`config.mk`:
```
export PLATFORM = sky130hd
export DESIGN_NAME = jtag_tap_state_navigator_unit
export DESIGN_NICKNAME = d
export VERILOG_FILES = /design/src/jtsn_pkg.sv /design/src/jtag_tap_state_navigator_unit.sv
export SDC_FILE = /design/constraint.sdc
export NUM_CORES = 1
export LEC_CHECK = 0
export BUFFER_PORTS_ARGS = -buffer_cell sky130_fd_sc_hd__buf_2
export CORE_MARGIN = 2
export CORE_UTILIZATION = 58
export DETAILED_ROUTE_END_ITERATION = 12
export MAX_ROUTING_LAYER = met4
export PLACE_DENSITY = 0.84
export SLEW_MARGIN = 20
export SYNTH_ARGS = -nofsm -noshare
export SYNTH_HDL_FRONTEND = slang
export SYNTH_SLANG_ARGS = --single-unit
```
`constraint.sdc`:
```
create_clock -name clk_i -period 3.68 [get_ports clk_i]
set_input_delay 0.736 -clock clk_i [delete_from_list [all_inputs] [get_ports clk_i]]
set_output_delay 0.736 -clock clk_i [all_outputs]
set_load 0.01 [all_outputs]
```
`src/jtsn_pkg.sv`:
```
// ----------------------------------------------------------------------------
// jtsn_pkg: shared definitions for the jtag tap state navigator
// tap state encoding, transition tables, action codes and path limits
// ----------------------------------------------------------------------------
package jtsn_pkg;

  localparam int unsigned NUM_STATES     = 16;
  localparam int unsigned STATE_W        = 4;
  localparam int unsigned PATH_MAX_MOVES = 8;
  localparam int unsigned MOVE_CNT_W     = $clog2(PATH_MAX_MOVES);
  // the tap graph has diameter 8, so eight parallel relaxation passes settle
  localparam int unsigned DIST_PASSES    = 8;
  localparam int unsigned PASS_CNT_W     = $clog2(DIST_PASSES);
  localparam int unsigned DIST_W         = 4;
  localparam logic [DIST_W-1:0] DIST_FAR = '1;

  localparam logic [STATE_W-1:0] TAP_TLR = 4'd0;

  localparam logic ACT_GOTO = 1'b0;
  localparam logic ACT_STEP = 1'b1;

  typedef logic [STATE_W-1:0] tap_state_t;
  typedef logic [DIST_W-1:0]  dist_t;

  // next state with tms low
  function automatic tap_state_t next_on_low(input tap_state_t s);
    tap_state_t n;
    unique case (s)
      4'd0:    n = 4'd1;
      4'd1:    n = 4'd1;
      4'd2:    n = 4'd3;
      4'd3:    n = 4'd4;
      4'd4:    n = 4'd4;
      4'd5:    n = 4'd6;
      4'd6:    n = 4'd6;
      4'd7:    n = 4'd4;
      4'd8:    n = 4'd1;
      4'd9:    n = 4'd10;
      4'd10:   n = 4'd11;
      4'd11:   n = 4'd11;
      4'd12:   n = 4'd13;
      4'd13:   n = 4'd13;
      4'd14:   n = 4'd11;
      default: n = 4'd1;
    endcase
    return n;
  endfunction

  // next state with tms high
  function automatic tap_state_t next_on_high(input tap_state_t s);
    tap_state_t n;
    unique case (s)
      4'd0:    n = 4'd0;
      4'd1:    n = 4'd2;
      4'd2:    n = 4'd9;
      4'd3:    n = 4'd5;
      4'd4:    n = 4'd5;
      4'd5:    n = 4'd8;
      4'd6:    n = 4'd7;
      4'd7:    n = 4'd8;
      4'd8:    n = 4'd2;
      4'd9:    n = 4'd0;
      4'd10:   n = 4'd12;
      4'd11:   n = 4'd12;
      4'd12:   n = 4'd15;
      4'd13:   n = 4'd14;
      4'd14:   n = 4'd15;
      default: n = 4'd2;
    endcase
    return n;
  endfunction

  function automatic tap_state_t tap_move(input tap_state_t s, input logic tms);
    return tms ? next_on_high(s) : next_on_low(s);
  endfunction

endpackage

```
`src/jtag_tap_state_navigator_unit.sv`:
```
// ----------------------------------------------------------------------------
// jtag_tap_state_navigator_unit: tap state tracker and shortest path walker
//
// Input beats arrive on the s_axis channel. tuser selects the action: a step
// applies tdata's tms bit once, a goto walks the tap state to tdata's target
// state along a shortest tms sequence, preferring tms 0 at the earliest move.
// Results leave on the m_axis channel, one beat per tck move, tlast on the
// final beat of an item; tuser carries the clock pulse flag, low only for a
// goto to the state already held (a single beat with no tck move).
// Step and same-state goto: result beat registered in the cycle after acceptance.
// Goto elsewhere: eight relaxation passes build the distance map toward the
// target (one pass per cycle over all sixteen states), then one move per
// cycle while the output register is free or being drained; each move
// registers one result beat.
// One item is in flight at a time; the next is accepted once the last result
// is registered and the output register is free or being drained.
// A stall on m_axis holds the output register and pauses the walk.
// Reset puts the tracked state in test-logic-reset and empties the output.
// ----------------------------------------------------------------------------
module jtag_tap_state_navigator_unit
  import jtsn_pkg::*;
(
  input  logic       clk_i,
  input  logic       rst_ni,
  input  logic       s_axis_tvalid_i,
  output logic       s_axis_tready_o,
  input  logic [7:0] s_axis_tdata_i,   // [3:0] target_state, [4] tms_in, [7:5] zero
  input  logic       s_axis_tuser_i,   // [0] action
  output logic       m_axis_tvalid_o,
  input  logic       m_axis_tready_i,
  output logic [7:0] m_axis_tdata_o,   // [0] tms_out, [4:1] state_after, [7:5] zero
  output logic       m_axis_tuser_o,   // [0] clock_pulse
  output logic       m_axis_tlast_o
);

  localparam logic [1:0] ST_IDLE  = 2'd0;
  localparam logic [1:0] ST_RELAX = 2'd1;
  localparam logic [1:0] ST_WALK  = 2'd2;

  logic [1:0]             st_q, st_d;
  tap_state_t             tap_q, tap_d;
  tap_state_t             tgt_q, tgt_d;
  logic [PASS_CNT_W-1:0]  pass_q, pass_d;
  logic [MOVE_CNT_W-1:0]  mcnt_q, mcnt_d;
  dist_t                  dist_q [NUM_STATES];
  dist_t                  dist_d [NUM_STATES];

  logic       out_valid_q, out_valid_d;
  logic       out_tms_q, out_tms_d;
  tap_state_t out_state_q, out_state_d;
  logic       out_pulse_q, out_pulse_d;
  logic       out_last_q, out_last_d;

  logic                  out_free;
  logic                  s_accept;
  logic [NUM_STATES-1:0] pref_hi;
  logic                  walk_tms;
  tap_state_t            walk_next;
  tap_state_t            in_target;
  logic                  in_tms;
  tap_state_t            step_next;

  assign out_free        = !out_valid_q || m_axis_tready_i;
  assign s_axis_tready_o = (st_q == ST_IDLE) && out_free;
  assign s_accept        = s_axis_tvalid_i && s_axis_tready_o;
  assign in_target       = s_axis_tdata_i[3:0];
  assign in_tms          = s_axis_tdata_i[4];
  assign step_next       = tap_move(tap_q, in_tms);

  // tms 1 is taken only where tms 0 leaves every shortest path
  always_comb begin
    for (int s = 0; s < NUM_STATES; s++) begin
      pref_hi[s] = ({1'b0, dist_q[next_on_low(STATE_W'(s))]} + 5'd1)
                   != {1'b0, dist_q[s]};
    end
  end

  assign walk_tms  = pref_hi[tap_q];
  assign walk_next = tap_move(tap_q, walk_tms);

  always_comb begin
    st_d        = st_q;
    tap_d       = tap_q;
    tgt_d       = tgt_q;
    pass_d      = pass_q;
    mcnt_d      = mcnt_q;
    dist_d      = dist_q;
    out_valid_d = out_valid_q && !m_axis_tready_i;
    out_tms_d   = out_tms_q;
    out_state_d = out_state_q;
    out_pulse_d = out_pulse_q;
    out_last_d  = out_last_q;

    unique case (st_q)
      ST_IDLE: begin
        if (s_accept) begin
          if (s_axis_tuser_i == ACT_STEP) begin
            tap_d       = step_next;
            out_valid_d = 1'b1;
            out_tms_d   = in_tms;
            out_state_d = step_next;
            out_pulse_d = 1'b1;
            out_last_d  = 1'b1;
          end else if (in_target == tap_q) begin
            out_valid_d = 1'b1;
            out_tms_d   = 1'b0;
            out_state_d = tap_q;
            out_pulse_d = 1'b0;
            out_last_d  = 1'b1;
          end else begin
            tgt_d  = in_target;
            pass_d = '0;
            mcnt_d = '0;
            for (int s = 0; s < NUM_STATES; s++) begin
              dist_d[s] = (STATE_W'(s) == in_target) ? '0 : DIST_FAR;
            end
            st_d = ST_RELAX;
          end
        end
      end
      ST_RELAX: begin
        for (int s = 0; s < NUM_STATES; s++) begin
          dist_t d0, d1, best;
          d0   = dist_q[next_on_low(STATE_W'(s))];
          d1   = dist_q[next_on_high(STATE_W'(s))];
          best = (d0 < d1) ? d0 : d1;
          if (STATE_W'(s) != tgt_q && best != DIST_FAR
              && ({1'b0, best} + 5'd1) < {1'b0, dist_q[s]}) begin
            dist_d[s] = best + 4'd1;
          end
        end
        pass_d = pass_q + 1'b1;
        if (pass_q == PASS_CNT_W'(DIST_PASSES - 1)) begin
          st_d = ST_WALK;
        end
      end
      ST_WALK: begin
        if (out_free) begin
          tap_d       = walk_next;
          mcnt_d      = mcnt_q + 1'b1;
          out_valid_d = 1'b1;
          out_tms_d   = walk_tms;
          out_state_d = walk_next;
          out_pulse_d = 1'b1;
          out_last_d  = (walk_next == tgt_q)
                        || (mcnt_q == MOVE_CNT_W'(PATH_MAX_MOVES - 1));
          if (out_last_d) begin
            st_d = ST_IDLE;
          end
        end
      end
      default: st_d = ST_IDLE;
    endcase
  end

  always_ff @(posedge clk_i or negedge rst_ni) begin
    if (!rst_ni) begin
      st_q        <= ST_IDLE;
      tap_q       <= TAP_TLR;
      pass_q      <= '0;
      mcnt_q      <= '0;
      out_valid_q <= 1'b0;
    end else begin
      st_q        <= st_d;
      tap_q       <= tap_d;
      pass_q      <= pass_d;
      mcnt_q      <= mcnt_d;
      out_valid_q <= out_valid_d;
    end
  end

  always_ff @(posedge clk_i) begin
    tgt_q       <= tgt_d;
    dist_q      <= dist_d;
    out_tms_q   <= out_tms_d;
    out_state_q <= out_state_d;
    out_pulse_q <= out_pulse_d;
    out_last_q  <= out_last_d;
  end

  assign m_axis_tvalid_o = out_valid_q;
  assign m_axis_tdata_o  = {3'b000, out_state_q, out_tms_q};
  assign m_axis_tuser_o  = out_pulse_q;
  assign m_axis_tlast_o  = out_last_q;

  // a beat with no tck move always closes its item
  a_nopulse_last: assert property (@(posedge clk_i) disable iff (!rst_ni)
    (m_axis_tvalid_o && !m_axis_tuser_o) |-> m_axis_tlast_o)
    else $error("no-pulse beat without tlast");

  // a finished walk leaves the tap at the target
  a_walk_reaches_target: assert property (@(posedge clk_i) disable iff (!rst_ni)
    (st_q == ST_IDLE && $past(st_q) == ST_WALK) |-> (tap_q == tgt_q))
    else $error("walk ended away from target");

  // the target keeps distance zero through relaxation
  a_target_dist_zero: assert property (@(posedge clk_i) disable iff (!rst_ni)
    (st_q == ST_RELAX) |-> (dist_q[tgt_q] == '0))
    else $error("target distance disturbed");

  // every walk beat moves the tap and carries a pulse
  a_walk_beat_pulse: assert property (@(posedge clk_i) disable iff (!rst_ni)
    ($past(st_q) == ST_WALK && $rose(out_valid_q)) |-> out_pulse_q)
    else $error("walk beat without clock pulse");

endmodule

```
# Yosys cells after proc, flatten, opt, wreduce, memory -nomap -nowiden
# Memories as Yosys holds them, arrays and structs flattened.
# Cells that the tools add are included.
# word_totals
reg_bits,88
romBits,256
input_bits,13
out_inout_bits,12
wordCells,436
n_memories,4
# op_classes
add_sub_neg,33
n_lt_le_gt_ge,45
n_eq_ne,88
muxes,156
bitwise,18
reduce_logical,66
# mem_list
name,depth,width,rd,rd_ports_with_merged_regs,write_ports,line_no,text
(name not given),16,4,1,0,0,jtsn_pkg.sv:52,unique case (s)
(name not given),16,4,1,0,0,jtsn_pkg.sv:28,unique case (s)
(name not given),16,4,1,0,0,jtsn_pkg.sv:52,
(name not given),16,4,1,0,0,jtsn_pkg.sv:28,
# op_table
op,n
$mux W4,100
$bmux W4 S4,16
$mux W64,3
$pmux W64 S2,1
$add A4 B1 Y5 const B,19
$reduce_and A5 Y1,17
$ge A5 B5 Y1 const B,16
$lt A5 B4 Y1,16
$ne A5 B4 Y1,16
$not A4 Y5,16
$add A4 B1 Y4 const B,12
$lt A4 B4 Y1,12
$ne A4 B4 Y1 const B,12
$ne A2 B2 Y1 const B,23
$logic_and A1 B1 Y1,35
$eq A4 B4 Y1 const A,8
$ne A4 B4 Y1 const A,8
$eq A3 B4 Y1 const A,4
$mux W1,16
$ne A3 B4 Y1 const A,4
$pmux W4 S2,2
$reduce_and A4 Y1,4
$mux W2,6
$mux W3,4
other kinds (23),36

# Logic depth before layout (Yosys ltp)
# Gate-level depths: netlist (run 1).
# logic_depth
ltp_word,13
mapped_depth,14
mapped_depth_nobuf,13

# Least setup slack after synthesis (run 1)
# OpenSTA, ideal clock, no wires.
# synth_timing
path_type,register to register
startpoint,register dist_q[53] (netlist name)
endpoint,"register dist_q[0] (netlist name), enable pin"
setup_time_ps,363
arrival_time_ps,3102
required_time_ps,3317
path_slack_ps,215
path_stages_with_launch,13
n_path_buf,0
period_less_slack_ps,3465
path_cell_list,edfxtp_1 inv_1 ha_1 a21o_1 a21o_1 a21oi_4 mux2_2 ha_1 ha_1 a21boi_1 o21a_1 o21a_1 o41ai_2
# synth_via
elab_chain_cells,10
elab_cells_between_ends,15
cone_classes,add/sub: 1; order compare: 2; eq/ne: 2; mux: 7; reduce/logical: 3
# synth_rtl
element,line_no,text
start: declaration,jtag_tap_state_navigator_unit.sv:45,dist_t dist_q [NUM_STATES];
start signal: assignment,jtag_tap_state_navigator_unit.sv:174,dist_q <= dist_d;
"$bmux W4 S4, on equally long branches","jtag_tap_state_navigator_unit.sv:124, jtag_tap_state_navigator_unit.sv:125",
"$mux W4, on equally long branches (2 in a row)","jtag_tap_state_navigator_unit.sv:124, jtag_tap_state_navigator_unit.sv:125",
$lt A4 B4 Y1,jtag_tap_state_navigator_unit.sv:126,best = (d0 < d1) ? d0 : d1;
$mux W4 (*),jtag_tap_state_navigator_unit.sv:126,
$add A4 B1 Y5 or $ne A4 B4 Y1 (tied branches),"jtag_tap_state_navigator_unit.sv:128, jtag_tap_state_navigator_unit.sv:127",
$lt A5 B4 Y1 or $logic_and A1 B1 Y1 (tied branches),"jtag_tap_state_navigator_unit.sv:128, jtag_tap_state_navigator_unit.sv:127",
$logic_and A1 B1 Y1 (*),jtag_tap_state_navigator_unit.sv:128,"&& ({1'b0, best} + 5'd1) < {1'b0, dist_q[s]}) begin"
$ne A2 B2 Y1 (no line) (*),n/a,
$reduce_and A5 Y1 (no line) (*),n/a,
# Every way passes the cells marked *; elsewhere a longest branch is shown, timed or not. The select of a mux whose other input is x is not followed.
# A chain may end at the register's enable or synchronous reset.

# Final worst setup path (run 1)
# layout_timing
startpoint,register dist_q[57] (netlist name)
endpoint,"register dist_q[60] (netlist name), enable pin"
# The elaborated chain is that of the path after synthesis.

==> results of run 1 <==
-- per-layer routing --
layer / share of wire / track usage
met1: 0.41 / 0.367
met2: 0.46 / 0.467
met4: 0.046 / 0.138
met3: 0.086 / 0.0588
met5: 0 / -
-- worst register-to-register path, stage by stage, from the launching register on --
cell      delay (ns)
edfxtp_1        0.43
buf_4           0.18
ha_1            0.28
nor2b_1         0.13
o21ai_0         0.16
nand2b_1        0.11
a21oi_2         0.18
mux2_2          0.38
ha_1            0.31
ha_1            0.30
a21o_1          0.19
a21oi_1         0.19
o221ai_1        0.14
a21oi_1         0.21
buf_4           0.16
-- layout by cell type, fill, tap and decap left out, types with 7 or more instances in the layout --
| cell | instances |
|---|---|
| buf_4 | 58 |
| nand3_1 | 14 |
| a21oi_1 | 30 |
| a21oi_2 | 15 |
| edfxtp_1 | 75 |
| xor2_1 | 28 |
| mux2_2 | 16 |
| mux2i_1 | 26 |
| ha_1 | 125 |
| clkbuf_16 | 9 |
| a21o_1 | 33 |
| nor2_1 | 35 |
| o21a_1 | 17 |
| inv_1 | 67 |
| a31oi_1 | 8 |
| xnor2_1 | 52 |
| dfrtp_1 | 13 |
| nand2b_1 | 22 |
| buf_2 | 18 |
| nor2b_1 | 10 |
| a21boi_0 | 7 |
| nand2_1 | 105 |
| o21ai_0 | 68 |
-- kinds of logic after synthesis --
| group | count (synthesis) | share of synthesized area |
|---|---|---|
| xor+xnor | 85 | 0.0927 |
| compound gates | 236 | 0.188 |
| buf+inv | 101 | 0.0490 |
| mux | 44 | 0.0543 |
| other cells | 1 | 0.000442 |
| fa+ha+maj | 125 | 0.184 |
| simple gates | 226 | 0.127 |
| flops | 88 | 0.304 |
-- layout make-up --
class / instances / area (µm²)
clock buffers: 10 / 229
clock inverters: 6 / 72.6
fillers: 1112 / 4970
inverters: 69 / 259
multi-input cells: 719 / 5560
flip-flops and latches: 88 / 2580
well taps: 184 / 230
repair buffers: 76 / 526
-- sequential cells by signal (all words and copies together), names as in the netlist --
| name | flops |
|---|---|
| out_tms_q | 1 |
| m_axis_tvalid_o | 1 |
| tgt_q | 4 |
| pass_q | 3 |
| dist_q | 64 |
| tap_q | 4 |
| mcnt_q | 3 |
| m_axis_tlast_o | 1 |
| out_state_q | 4 |
| m_axis_tuser_o | 1 |
| st_q | 2 |
-- Yosys cell counts, types with 7 or more instances --
| cell type | number |
|---|---|
| dfrtp_1 | 13 |
| nand2_1 | 105 |
| o21ai_0 | 68 |
| nand3_1 | 14 |
| nor2b_1 | 11 |
| buf_2 | 8 |
| inv_1 | 69 |
| ha_1 | 125 |
| a21boi_0 | 7 |
| nor2_1 | 35 |
| nand2b_1 | 22 |
| a31oi_1 | 8 |
| xor2_1 | 28 |
| clkbuf_1 | 15 |
| edfxtp_1 | 75 |
| mux2_2 | 16 |
| o21a_1 | 17 |
| a21oi_1 | 36 |
| a21oi_2 | 9 |
| a21o_1 | 33 |
| mux2i_1 | 28 |
| xnor2_1 | 54 |
-- how the worst max path moves through the flow --
stage	slack, ns	end	start
6_report	0.06	dist_q[60]	dist_q[57]
5_1_grt	-0.02	dist_q[22]	dist_q[17]
4_1_cts	0.04	dist_q[32]	dist_q[45]
3_5_place_dp	0.07	dist_q[32]	dist_q[45]
3_3_place_gp	0.10	dist_q[32]	dist_q[45]
2_1_floorplan	0.22	dist_q[0]	dist_q[53]
-- metrics by stage --
stage          hold slack (ns)  setup slack (ns)
6_report                 0.261            0.0559
5_1_grt                  0.287           -0.0245
4_1_cts                  0.270            0.0392
3_5_place_dp             0.489            0.0683
3_3_place_gp             0.486             0.104
2_1_floorplan            0.440             0.215
==> flow_results.xml, run 1 <==
<?xml version="1.0" encoding="UTF-8"?>
<metrics>
  <group name="run_status">
    <metric name="status" unit="">finished clean</metric>
  </group>
  <group name="critical_path">
    <metric name="endpoint_kind" unit="">flip-flop</metric>
    <metric name="critical-path-top-cell-by-count" unit="">ha_1</metric>
    <metric name="reg_to_reg_critical_path_startpoint" unit="">dist_q[57]</metric>
    <metric name="cp_cell_sequence" unit="">buf_4 &gt; ha_1 &gt; nor2b_1 &gt; o21ai_0 &gt; nand2b_1 &gt; a21oi_2 &gt; mux2_2 &gt; ha_1 &gt; ha_1 &gt; a21o_1 &gt; a21oi_1 &gt; o221ai_1 &gt; a21oi_1 &gt; buf_4</metric>
    <metric name="worstSetupPathType" unit="">reg2reg</metric>
    <metric name="cp.buffers_inverters" unit="">2</metric>
    <metric name="critPathRequiredTime" unit="ns">3.76</metric>
    <metric name="crit_path_top_delay_cell" unit="">edfxtp_1</metric>
    <metric name="critical_path.max_fanout" unit="">4</metric>
    <metric name="reg2reg_slack" unit="ns">0.06</metric>
    <metric name="timing.critical_path.max_delay_family" unit="">compound AO/OA/AOI/OAI gates</metric>
    <metric name="critical_path.max_stage_delay" unit="ns">0.43</metric>
    <metric name="arrival" unit="ns">3.70</metric>
    <metric name="cp.depth" unit="">14</metric>
    <metric name="setup.worst_path.start_class" unit="">flip-flop</metric>
    <metric name="worst_reg2reg_path_depth" unit="">14</metric>
    <metric name="critical_path.reg2reg.endpoint" unit="">dist_q[60]</metric>
  </group>
  <group name="synthesis">
    <metric name="count_of_flip_flops_with_a_built_in_enable_after_synthesis" unit="">75</metric>
    <metric name="yosysSeqAreaShare" unit="">0.304</metric>
    <metric name="synth.avg_cell_area" unit="µm²">9.36</metric>
    <metric name="post-synth-top-area-cell" unit="">edfxtp_1</metric>
    <metric name="synth.top_cell.area_share" unit="">0.266</metric>
    <metric name="postSynthRegisterBits" unit="">88</metric>
    <metric name="most_frequently_used_flop_master_after_synthesis" unit="">edfxtp_1</metric>
    <metric name="synth_top_cells_by_area" unit="">edfxtp_1 (27%), ha_1 (18%), xnor2_1 (5.6%)</metric>
    <metric name="ys_async_sr_fraction" unit="">0.148</metric>
    <metric name="ys_warn_count" unit="">0</metric>
    <metric name="netlist_instances" unit="">906</metric>
    <metric name="synth_area" unit="µm²">8480</metric>
    <metric name="yosys.cell_types.count" unit="">68</metric>
  </group>
  <group name="worst_hold_path">
    <metric name="worst_hold_path_type" unit="">in2async</metric>
  </group>
  <group name="placement">
    <metric name="placement_cell_area" unit="µm²">9090</metric>
    <metric name="dp_cells" unit="">1136</metric>
    <metric name="detailed_place_hpwl" unit="mm">16.4</metric>
    <metric name="port_buffers" unit="">18</metric>
    <metric name="globalplace.congestion" unit="">0.927</metric>
  </group>
  <group name="route">
    <metric name="drt_first_pass_iters" unit="">8</metric>
    <metric name="drt-initial-drc-count" unit="">714</metric>
    <metric name="routed_wire_length_per_instance" unit="µm">19.2</metric>
    <metric name="vias" unit="">7109</metric>
    <metric name="detail_route.drc_violations" unit="">0</metric>
    <metric name="vias_per_cell" unit="">6.17</metric>
    <metric name="drtAntennaViolNets" unit="">0</metric>
    <metric name="drt_total_wl" unit="mm">22.1</metric>
  </group>
  <group name="floorplanning">
    <metric name="die_area" unit="µm²">15600</metric>
    <metric name="design.core.area" unit="µm²">14400</metric>
    <metric name="fp.dieW" unit="µm">125</metric>
    <metric name="top_level_ports" unit="">25</metric>
    <metric name="num_rows" unit="">44</metric>
    <metric name="initial_utilization" unit="">0.588</metric>
    <metric name="dieHeight" unit="µm">125</metric>
  </group>
  <group name="grt">
    <metric name="first_pass_grt_wire_length" unit="mm">35.9</metric>
    <metric name="grt_antenna_before_repair" unit="">0</metric>
    <metric name="globalRouteTotalUtil" unit="">0.295</metric>
    <metric name="grt-ovfl-total" unit="">0</metric>
    <metric name="first_global_vias" unit="">7177</metric>
    <metric name="grt_max_degree" unit="">35</metric>
  </group>
  <group name="timing">
    <metric name="fmax" unit="MHz">276</metric>
    <metric name="timing.final.crit_share" unit="">0.985</metric>
    <metric name="setup_tns" unit="ns">0</metric>
    <metric name="period_minus_slack" unit="ns">3.62</metric>
    <metric name="skew" unit="ns">0.0110</metric>
    <metric name="report.final.slew_viol_count" unit="">0</metric>
    <metric name="setup-violations-final" unit="">0</metric>
    <metric name="max_slew_margin" unit="">0.225</metric>
    <metric name="timing_worst_slew_pin_value" unit="ns">1.16</metric>
    <metric name="finalHoldViolations" unit="">0</metric>
  </group>
  <group name="cells_and_area">
    <metric name="finalNonFillerCells" unit="">1152</metric>
    <metric name="area.growth.synth_to_final" unit="%">11.5</metric>
    <metric name="antennaDiodeCount" unit="">0</metric>
    <metric name="end_of_flow_core_utilization" unit="">0.656</metric>
    <metric name="final_nets" unit="">1101</metric>
    <metric name="design_area" unit="µm²">9460</metric>
    <metric name="share_of_post_route_cells_with_drive_strength_above_1" unit="">0.156</metric>
  </group>
  <group name="clock_network">
    <metric name="numCtsBuffers" unit="">9</metric>
    <metric name="post_cts.repair.setup_buffers" unit="">0</metric>
    <metric name="clock_tree_buffer_depth" unit="">2</metric>
    <metric name="clock_insertion_delay_worst_skew" unit="ns">0.35</metric>
    <metric name="cts_tree" unit="">yes</metric>
    <metric name="cts.sinks" unit="">88</metric>
    <metric name="max_h_tree_level" unit="">3</metric>
    <metric name="worst_setup_hold_path_clk_slew" unit="ns">0.07</metric>
    <metric name="clk_root_buffer_cell" unit="">clkbuf_16</metric>
    <metric name="cts-resized-gates" unit="">0</metric>
    <metric name="post_cts_hold_buffer_count" unit="">0</metric>
  </group>
  <group name="job">
    <metric name="maxCapViolations" unit="">0</metric>
  </group>
</metrics>
Power of run 1 is not shown: default switching activity piles up to over one toggle a cycle in this logic, so the estimate is an artifact.
==> inputs of run 2 (changes only) <==
--- a/config.mk
+++ b/config.mk
@@ -6,11 +6,11 @@
 export NUM_CORES = 1
 export LEC_CHECK = 0
 export BUFFER_PORTS_ARGS = -buffer_cell sky130_fd_sc_hd__buf_2
-export CORE_MARGIN = 2
 export CORE_UTILIZATION = 58
 export DETAILED_ROUTE_END_ITERATION = 12
 export MAX_ROUTING_LAYER = met4
 export PLACE_DENSITY = 0.84
+export SETUP_SLACK_MARGIN = 0.2
 export SLEW_MARGIN = 20
 export SYNTH_ARGS = -nofsm -noshare
 export SYNTH_HDL_FRONTEND = slang
==> run 2 against run 1 <==
  * Wire length is 5.0% higher
  * Cell area is 3.8% higher
  * Flip-flop and latch count stayed put
  * Clock skew is 0.0031 ns lower
  * Fmax is 2.3% higher
  * Largest cell class unchanged
  * Hold slack better by 0.018 ns
  * Utilization is 4.0 points higher
  * First-iteration DRC count is 18% higher
  * Sequential share of layout area is 0.99 points lower
==> flow_results.xml, run 2 (synthesized netlist as in run 1, its figures left out) <==
<?xml version="1.0" encoding="UTF-8"?>
<metrics>
  <group name="critical_path">
    <metric name="cp_cell_sequence" unit="">buf_4 &gt; ha_1 &gt; a21o_1 &gt; a21o_1 &gt; a21oi_4 &gt; mux2_4 &gt; buf_6 &gt; nand3b_1 &gt; xor2_1 &gt; inv_1 &gt; ha_1 &gt; a41o_1 &gt; o41ai_2 &gt; buf_4</metric>
    <metric name="worst_reg2reg_path_depth" unit="">14</metric>
    <metric name="cp-startpoint" unit="">dist_q[57]</metric>
    <metric name="crit_path_top_delay_cell" unit="">edfxtp_1</metric>
    <metric name="critical_path.max_fanout" unit="">6</metric>
    <metric name="cp-endpoint" unit="">dist_q[0]</metric>
    <metric name="critical_path.max_stage_delay" unit="ns">0.40</metric>
    <metric name="reg_to_reg_critical_path_startpoint" unit="">dist_q[57]</metric>
    <metric name="setup.worst_path.start_class" unit="">flip-flop</metric>
    <metric name="timing.critical_path.max_delay_family" unit="">compound AO/OA/AOI/OAI gates</metric>
    <metric name="cp.depth" unit="">14</metric>
    <metric name="cp.buffers_inverters" unit="">4</metric>
    <metric name="reg2reg_slack" unit="ns">0.14</metric>
    <metric name="endpoint_kind" unit="">flip-flop</metric>
    <metric name="critical_path.reg2reg.endpoint" unit="">dist_q[0]</metric>
    <metric name="critPathRequiredTime" unit="ns">3.74</metric>
    <metric name="worstSetupPathType" unit="">reg2reg</metric>
    <metric name="arrival" unit="ns">3.61</metric>
  </group>
  <group name="route">
    <metric name="vias_per_cell" unit="">6.26</metric>
    <metric name="drt_first_pass_iters" unit="">5</metric>
    <metric name="drtAntennaViolNets" unit="">0</metric>
    <metric name="routed_wire_length_per_instance" unit="µm">19.9</metric>
    <metric name="drt-initial-drc-count" unit="">839</metric>
    <metric name="detail_route.drc_violations" unit="">0</metric>
    <metric name="vias" unit="">7285</metric>
    <metric name="drt_total_wl" unit="mm">23.2</metric>
  </group>
  <group name="grt">
    <metric name="globalRouteTotalUtil" unit="">0.314</metric>
    <metric name="first_pass_grt_wire_length" unit="mm">34.8</metric>
    <metric name="grt_antenna_before_repair" unit="">0</metric>
    <metric name="grt_max_degree" unit="">39</metric>
    <metric name="first_global_vias" unit="">6866</metric>
    <metric name="grt-ovfl-total" unit="">0</metric>
  </group>
  <group name="timing">
    <metric name="timing.final.crit_share" unit="">0.963</metric>
    <metric name="period_minus_slack" unit="ns">3.54</metric>
    <metric name="setup_tns" unit="ns">0</metric>
    <metric name="finalHoldViolations" unit="">0</metric>
    <metric name="report.final.slew_viol_count" unit="">0</metric>
    <metric name="setup-violations-final" unit="">0</metric>
    <metric name="postLayoutSetupSlackWorst" unit="ns">0.136</metric>
    <metric name="rsz_0062_raised_after_global_routing" unit="">yes</metric>
    <metric name="timing_worst_slew_pin_value" unit="ns">0.836</metric>
    <metric name="skew" unit="ns">0.00795</metric>
    <metric name="fmax" unit="MHz">282</metric>
    <metric name="max_slew_margin" unit="">0.443</metric>
  </group>
  <group name="cells_and_area">
    <metric name="final_nets" unit="">1116</metric>
    <metric name="area.growth.synth_to_final" unit="%">15.7</metric>
    <metric name="number_of_inserted_filler_cells_in_the_final_layout" unit="">993</metric>
    <metric name="antennaDiodeCount" unit="">0</metric>
    <metric name="mostFrequentLayoutCell" unit="">ha_1</metric>
    <metric name="largest_reg_flops" unit="">64</metric>
    <metric name="layout_common_cells" unit="">ha_1 (122), nand2_1 (105), edfxtp_1 (75), buf_4 (72)</metric>
    <metric name="share_of_post_route_cells_with_drive_strength_above_1" unit="">0.192</metric>
    <metric name="registers.top_by_ff_count" unit="">dist_q</metric>
  </group>
  <group name="placement">
    <metric name="globalplace.congestion" unit="">0.959</metric>
    <metric name="preCtsSetupSlack" unit="ns">0.0584</metric>
    <metric name="port_buffers" unit="">18</metric>
    <metric name="detailed_place_hpwl" unit="mm">16.5</metric>
  </group>
  <group name="clock_network">
    <metric name="max_h_tree_level" unit="">3</metric>
    <metric name="clock_insertion_delay_worst_skew" unit="ns">0.35</metric>
    <metric name="numCtsBuffers" unit="">9</metric>
    <metric name="cts.sinks" unit="">88</metric>
    <metric name="clk_root_buffer_cell" unit="">clkbuf_16</metric>
    <metric name="post_cts_hold_buffer_count" unit="">0</metric>
    <metric name="cts_tree" unit="">yes</metric>
    <metric name="worst_setup_hold_path_clk_slew" unit="ns">0.06</metric>
    <metric name="clock_tree_buffer_depth" unit="">2</metric>
  </group>
  <group name="job">
    <metric name="maxCapViolations" unit="">0</metric>
  </group>
  <group name="floorplanning">
    <metric name="dieHeight" unit="µm">123</metric>
    <metric name="num_rows" unit="">43</metric>
    <metric name="top_level_ports" unit="">25</metric>
    <metric name="fp.dieW" unit="µm">123</metric>
    <metric name="design.core.area" unit="µm²">14100</metric>
    <metric name="initial_utilization" unit="">0.602</metric>
    <metric name="die_area" unit="µm²">15100</metric>
  </group>
  <group name="run_status">
    <metric name="status" unit="">finished clean</metric>
  </group>
  <group name="worst_hold_path">
    <metric name="worst_hold_path_type" unit="">in2async</metric>
  </group>
</metrics>
run 2: cell types whose count changed in the layout (fill, tap and decap cells not counted), moves of 5 or more:
| cell | change |
|---|---|
| buf_4 | +14 |
| mux2i_1 | -7 |
| mux2_2 | -5 |
| mux2_4 | +5 |
| o21ai_0 | -5 |
| o21ai_1 | +5 |
run 2: through the flow:
step | utilization | area (µm²) | cells | hold WS (ns)
detailed placement | 0.641 | 9040 | 1126 | 0.490
floorplan | - | 8490 | 908 | 0.440
global route | 0.696 | 9810 | 1163 | 0.292
CTS | 0.672 | 9480 | 1150 | 0.283
global placement | 0.641 | 9040 | 1126 | 0.489
finish | 0.696 | 9810 | 1163 | 0.279
run 2: area by class of cell:
cell class	instances	area, µm²	area share
clock buffer	13	260	0.0265
clock inverter	3	65.1	0.00663
inverter	69	259	0.0264
multi-input combinational	719	5780	0.589
sequential	88	2580	0.263
tap	180	225	0.0230
timing repair buffer	91	642	0.0654
run 2: how the worst min path moves through the flow:
stage	start	end	slack, ns	cells past startpoint
after CTS	rst_ni	tap_q[2]	0.28	1
after global routing	rst_ni	tap_q[2]	0.29	1
after detailed placement	pass_q[2]	pass_q[2]	0.49	1
final	rst_ni	tap_q[2]	0.28	1
after global placement	pass_q[1]	pass_q[1]	0.49	1
after floorplan	rst_ni	m_axis_tvalid_o	0.44	0
run 2: metal layers:
metal  global-route usage  wire (µm)
met5                    -          0
met4                0.139        973
met3               0.0544       2000
met2                0.496      10900
met1                0.394       9310
run 2: what timing repair did:
| action | 4_1_cts | 5_1_grt |
|---|---|---|
| endpoints found under the setup margin | 38 | 63 |
| resized for setup | 11 | 53 |
| setup buffers | 8 | 13 |
| pin swaps | 3 | 22 |
Power of run 2 is left out for the same reason.
==> inputs of run 3 (changes only) <==
--- a/config.mk
+++ b/config.mk
@@ -5,11 +5,12 @@
 export SDC_FILE = /design/constraint.sdc
 export NUM_CORES = 1
 export LEC_CHECK = 0
+export ABC_CLOCK_PERIOD_IN_PS = 3800
 export BUFFER_PORTS_ARGS = -buffer_cell sky130_fd_sc_hd__buf_2
-export CORE_UTILIZATION = 58
+export CORE_UTILIZATION = 64
 export DETAILED_ROUTE_END_ITERATION = 12
 export MAX_ROUTING_LAYER = met4
-export PLACE_DENSITY = 0.84
+export PLACE_DENSITY = 0.88
 export SETUP_SLACK_MARGIN = 0.2
 export SLEW_MARGIN = 20
 export SYNTH_ARGS = -nofsm -noshare
==> constraint.sdc (replaced) <==
create_clock -name clk_i -period 3.8 [get_ports clk_i]
set_input_delay 0.76 -clock clk_i [delete_from_list [all_inputs] [get_ports clk_i]]
set_output_delay 0.76 -clock clk_i [all_outputs]
set_load 0.01 [all_outputs]
==> run 3 against run 2 <==
  * Largest cell class unchanged
  * Critical path depth fell by 1
  * Wire length increased by 1.2%
  * Clock-buffer cell count decreased by 1
  * Sequential share of layout area is 1.1 points higher
  * Flip-flop and latch count unchanged
  * Global-route usage grew 3.5 points
  * Worst setup slack better by 0.068 ns
  * Via count down 0.75%
  * Non-clock buffer count decreased by 31
  * Cell count down 3.4%
==> flow_results.xml, run 3 (synthesized netlist as in run 1, its figures left out) <==
<?xml version="1.0" encoding="UTF-8"?>
<metrics>
  <group name="critical_path">
    <metric name="setup.worst_path.start_class" unit="">flip-flop</metric>
    <metric name="cp.buffers_inverters" unit="">2</metric>
    <metric name="endpoint_kind" unit="">flip-flop</metric>
    <metric name="arrival" unit="ns">3.68</metric>
    <metric name="crit_path_top_delay_cell" unit="">edfxtp_1</metric>
    <metric name="critical-path-top-cell-by-count" unit="">ha_1</metric>
    <metric name="critical_path.max_fanout" unit="">5</metric>
    <metric name="reg_to_reg_critical_path_startpoint" unit="">dist_q[1]</metric>
    <metric name="worstSetupPathType" unit="">reg2reg</metric>
    <metric name="worst_reg2reg_path_depth" unit="">13</metric>
    <metric name="cp.depth" unit="">13</metric>
    <metric name="critPathRequiredTime" unit="ns">3.88</metric>
    <metric name="critical_path.reg2reg.endpoint" unit="">dist_q[7]</metric>
    <metric name="cp_cell_sequence" unit="">inv_2 &gt; ha_1 &gt; a21o_1 &gt; a21o_1 &gt; a21oi_4 &gt; mux2_2 &gt; ha_1 &gt; ha_1 &gt; a21boi_0 &gt; o21a_1 &gt; o21a_1 &gt; o31ai_2 &gt; buf_4</metric>
    <metric name="critical_path.max_stage_delay" unit="ns">0.43</metric>
    <metric name="reg2reg_slack" unit="ns">0.20</metric>
    <metric name="timing.critical_path.max_delay_family" unit="">compound AO/OA/AOI/OAI gates</metric>
  </group>
  <group name="cells_and_area">
    <metric name="share_of_post_route_cells_with_drive_strength_above_1" unit="">0.148</metric>
    <metric name="final_nets" unit="">1085</metric>
    <metric name="mostFrequentLayoutCell" unit="">ha_1</metric>
    <metric name="antennaDiodeCount" unit="">0</metric>
    <metric name="design_area" unit="µm²">9430</metric>
    <metric name="area.growth.synth_to_final" unit="%">11.2</metric>
    <metric name="largest_reg_flops" unit="">64</metric>
    <metric name="multiInputGateArea" unit="µm²">5660</metric>
    <metric name="seqCellArea" unit="µm²">2580</metric>
    <metric name="number_of_inserted_filler_cells_in_the_final_layout" unit="">825</metric>
    <metric name="layout_common_cells" unit="">ha_1 (124), nand2_1 (105), edfxtp_1 (75), inv_1 (67), o21ai_0 (66)</metric>
    <metric name="registers.top_by_ff_count" unit="">dist_q</metric>
  </group>
  <group name="grt">
    <metric name="first_pass_grt_wire_length" unit="mm">34.6</metric>
    <metric name="grt-ovfl-total" unit="">0</metric>
    <metric name="grt_max_degree" unit="">39</metric>
    <metric name="first_global_vias" unit="">6798</metric>
    <metric name="globalRouteTotalUtil" unit="">0.349</metric>
    <metric name="grt_antenna_before_repair" unit="">0</metric>
  </group>
  <group name="floorplanning">
    <metric name="top_level_ports" unit="">25</metric>
    <metric name="design.core.area" unit="µm²">12800</metric>
    <metric name="initial_utilization" unit="">0.664</metric>
    <metric name="num_rows" unit="">41</metric>
    <metric name="fp.dieW" unit="µm">117</metric>
    <metric name="die_area" unit="µm²">13700</metric>
    <metric name="dieHeight" unit="µm">117</metric>
  </group>
  <group name="route">
    <metric name="detail_route.drc_violations" unit="">0</metric>
    <metric name="drt_total_wl" unit="mm">23.5</metric>
    <metric name="drtAntennaViolNets" unit="">0</metric>
    <metric name="drt_first_pass_iters" unit="">7</metric>
    <metric name="vias_per_cell" unit="">6.43</metric>
    <metric name="drt-initial-drc-count" unit="">924</metric>
    <metric name="vias" unit="">7230</metric>
    <metric name="routed_wire_length_per_instance" unit="µm">20.9</metric>
  </group>
  <group name="placement">
    <metric name="port_buffers" unit="">18</metric>
    <metric name="placement_cell_area" unit="µm²">8910</metric>
    <metric name="globalplace.congestion" unit="">1.00</metric>
    <metric name="detailed_place_hpwl" unit="mm">16.3</metric>
  </group>
  <group name="clock_network">
    <metric name="max_h_tree_level" unit="">3</metric>
    <metric name="post_cts_hold_buffer_count" unit="">0</metric>
    <metric name="cts_tree" unit="">yes</metric>
    <metric name="clk_root_buffer_cell" unit="">clkbuf_16</metric>
    <metric name="worst_setup_hold_path_clk_slew" unit="ns">0.07</metric>
    <metric name="clock_insertion_delay_worst_skew" unit="ns">0.36</metric>
    <metric name="clock_tree_buffer_depth" unit="">2</metric>
    <metric name="numCtsBuffers" unit="">9</metric>
    <metric name="cts.sinks" unit="">88</metric>
  </group>
  <group name="worst_hold_path">
    <metric name="worst_hold_path_type" unit="">in2async</metric>
  </group>
  <group name="timing">
    <metric name="skew" unit="ns">0.0107</metric>
    <metric name="setup_tns" unit="ns">0</metric>
    <metric name="rsz_0062_raised_after_global_routing" unit="">yes</metric>
    <metric name="report.final.slew_viol_count" unit="">0</metric>
    <metric name="finalHoldViolations" unit="">0</metric>
    <metric name="finalHoldWorstSlack" unit="ns">0.282</metric>
    <metric name="period_minus_slack" unit="ns">3.60</metric>
    <metric name="timing_worst_slew_pin_value" unit="ns">0.843</metric>
    <metric name="fmax" unit="MHz">278</metric>
    <metric name="timing.final.crit_share" unit="">0.946</metric>
    <metric name="setup-violations-final" unit="">0</metric>
    <metric name="max_slew_margin" unit="">0.437</metric>
  </group>
  <group name="job">
    <metric name="maxCapViolations" unit="">0</metric>
  </group>
  <group name="run_status">
    <metric name="status" unit="">finished clean</metric>
  </group>
</metrics>
[run 3: cell types whose count changed in the layout (fill, tap and decap cells not counted), sizes merged]
cell / before / now
inv: 69 / 72
bufinv: 2 / 0
clkbuf: 13 / 12
buf: 91 / 60
[run 3: worst register-to-register path, cell delays in order, from the launching register on]
cell      delay [ns]
edfxtp_1        0.43
inv_2           0.12
ha_1            0.24
a21o_1          0.16
a21o_1          0.21
a21oi_4         0.21
mux2_2          0.40
ha_1            0.31
ha_1            0.28
a21boi_0        0.14
o21a_1          0.19
o21a_1          0.17
o31ai_2         0.29
buf_4           0.18
[run 3: routing by layer]
layer / vias to the layer above / global-route usage / wire length, µm
met4: 0 / 0.196 / 1220
met1: 3419 / 0.427 / 9120
li1: 3327 / - / -
met2: 386 / 0.549 / 10900
met5: - / - / 0
met3: 98 / 0.0587 / 2170
[run 3: how the worst max path moves through the flow]
stage / slack, ns / endpoint / start
final: 0.20 / dist_q[7] / dist_q[1]
after global routing: 0.12 / dist_q[11] / dist_q[5]
after CTS: 0.20 / dist_q[10] / dist_q[5]
after detailed placement: 0.14 / dist_q[61] / dist_q[57]
after global placement: 0.22 / dist_q[61] / dist_q[57]
after floorplan: 0.34 / dist_q[0] / dist_q[53]
[run 3: metrics by stage]
step                utilization  instances  worst slack (ns)
global placement          0.697       1102             0.221
global route              0.738       1124             0.119
finish                    0.738       1124             0.204
floorplan                     -        908             0.335
CTS                       0.723       1118             0.202
detailed placement        0.697       1102             0.138
[run 3: layout make-up]
| type | count | area share |
|---|---|---|
| clock buffers | 12 | 0.0284 |
| multi-input cells | 719 | 0.601 |
| repair buffers | 60 | 0.0434 |
| well taps | 172 | 0.0228 |
| clock inverters | 4 | 0.00345 |
| inverters | 69 | 0.0275 |
| flip-flops and latches | 88 | 0.273 |
[run 3: timing repair]
action	in CTS	in global routing
gates resized for setup	5	28
endpoints found under the setup margin	19	59
setup buffers	0	6
pin swaps	0	7
Power of run 3 is left out for the same reason.
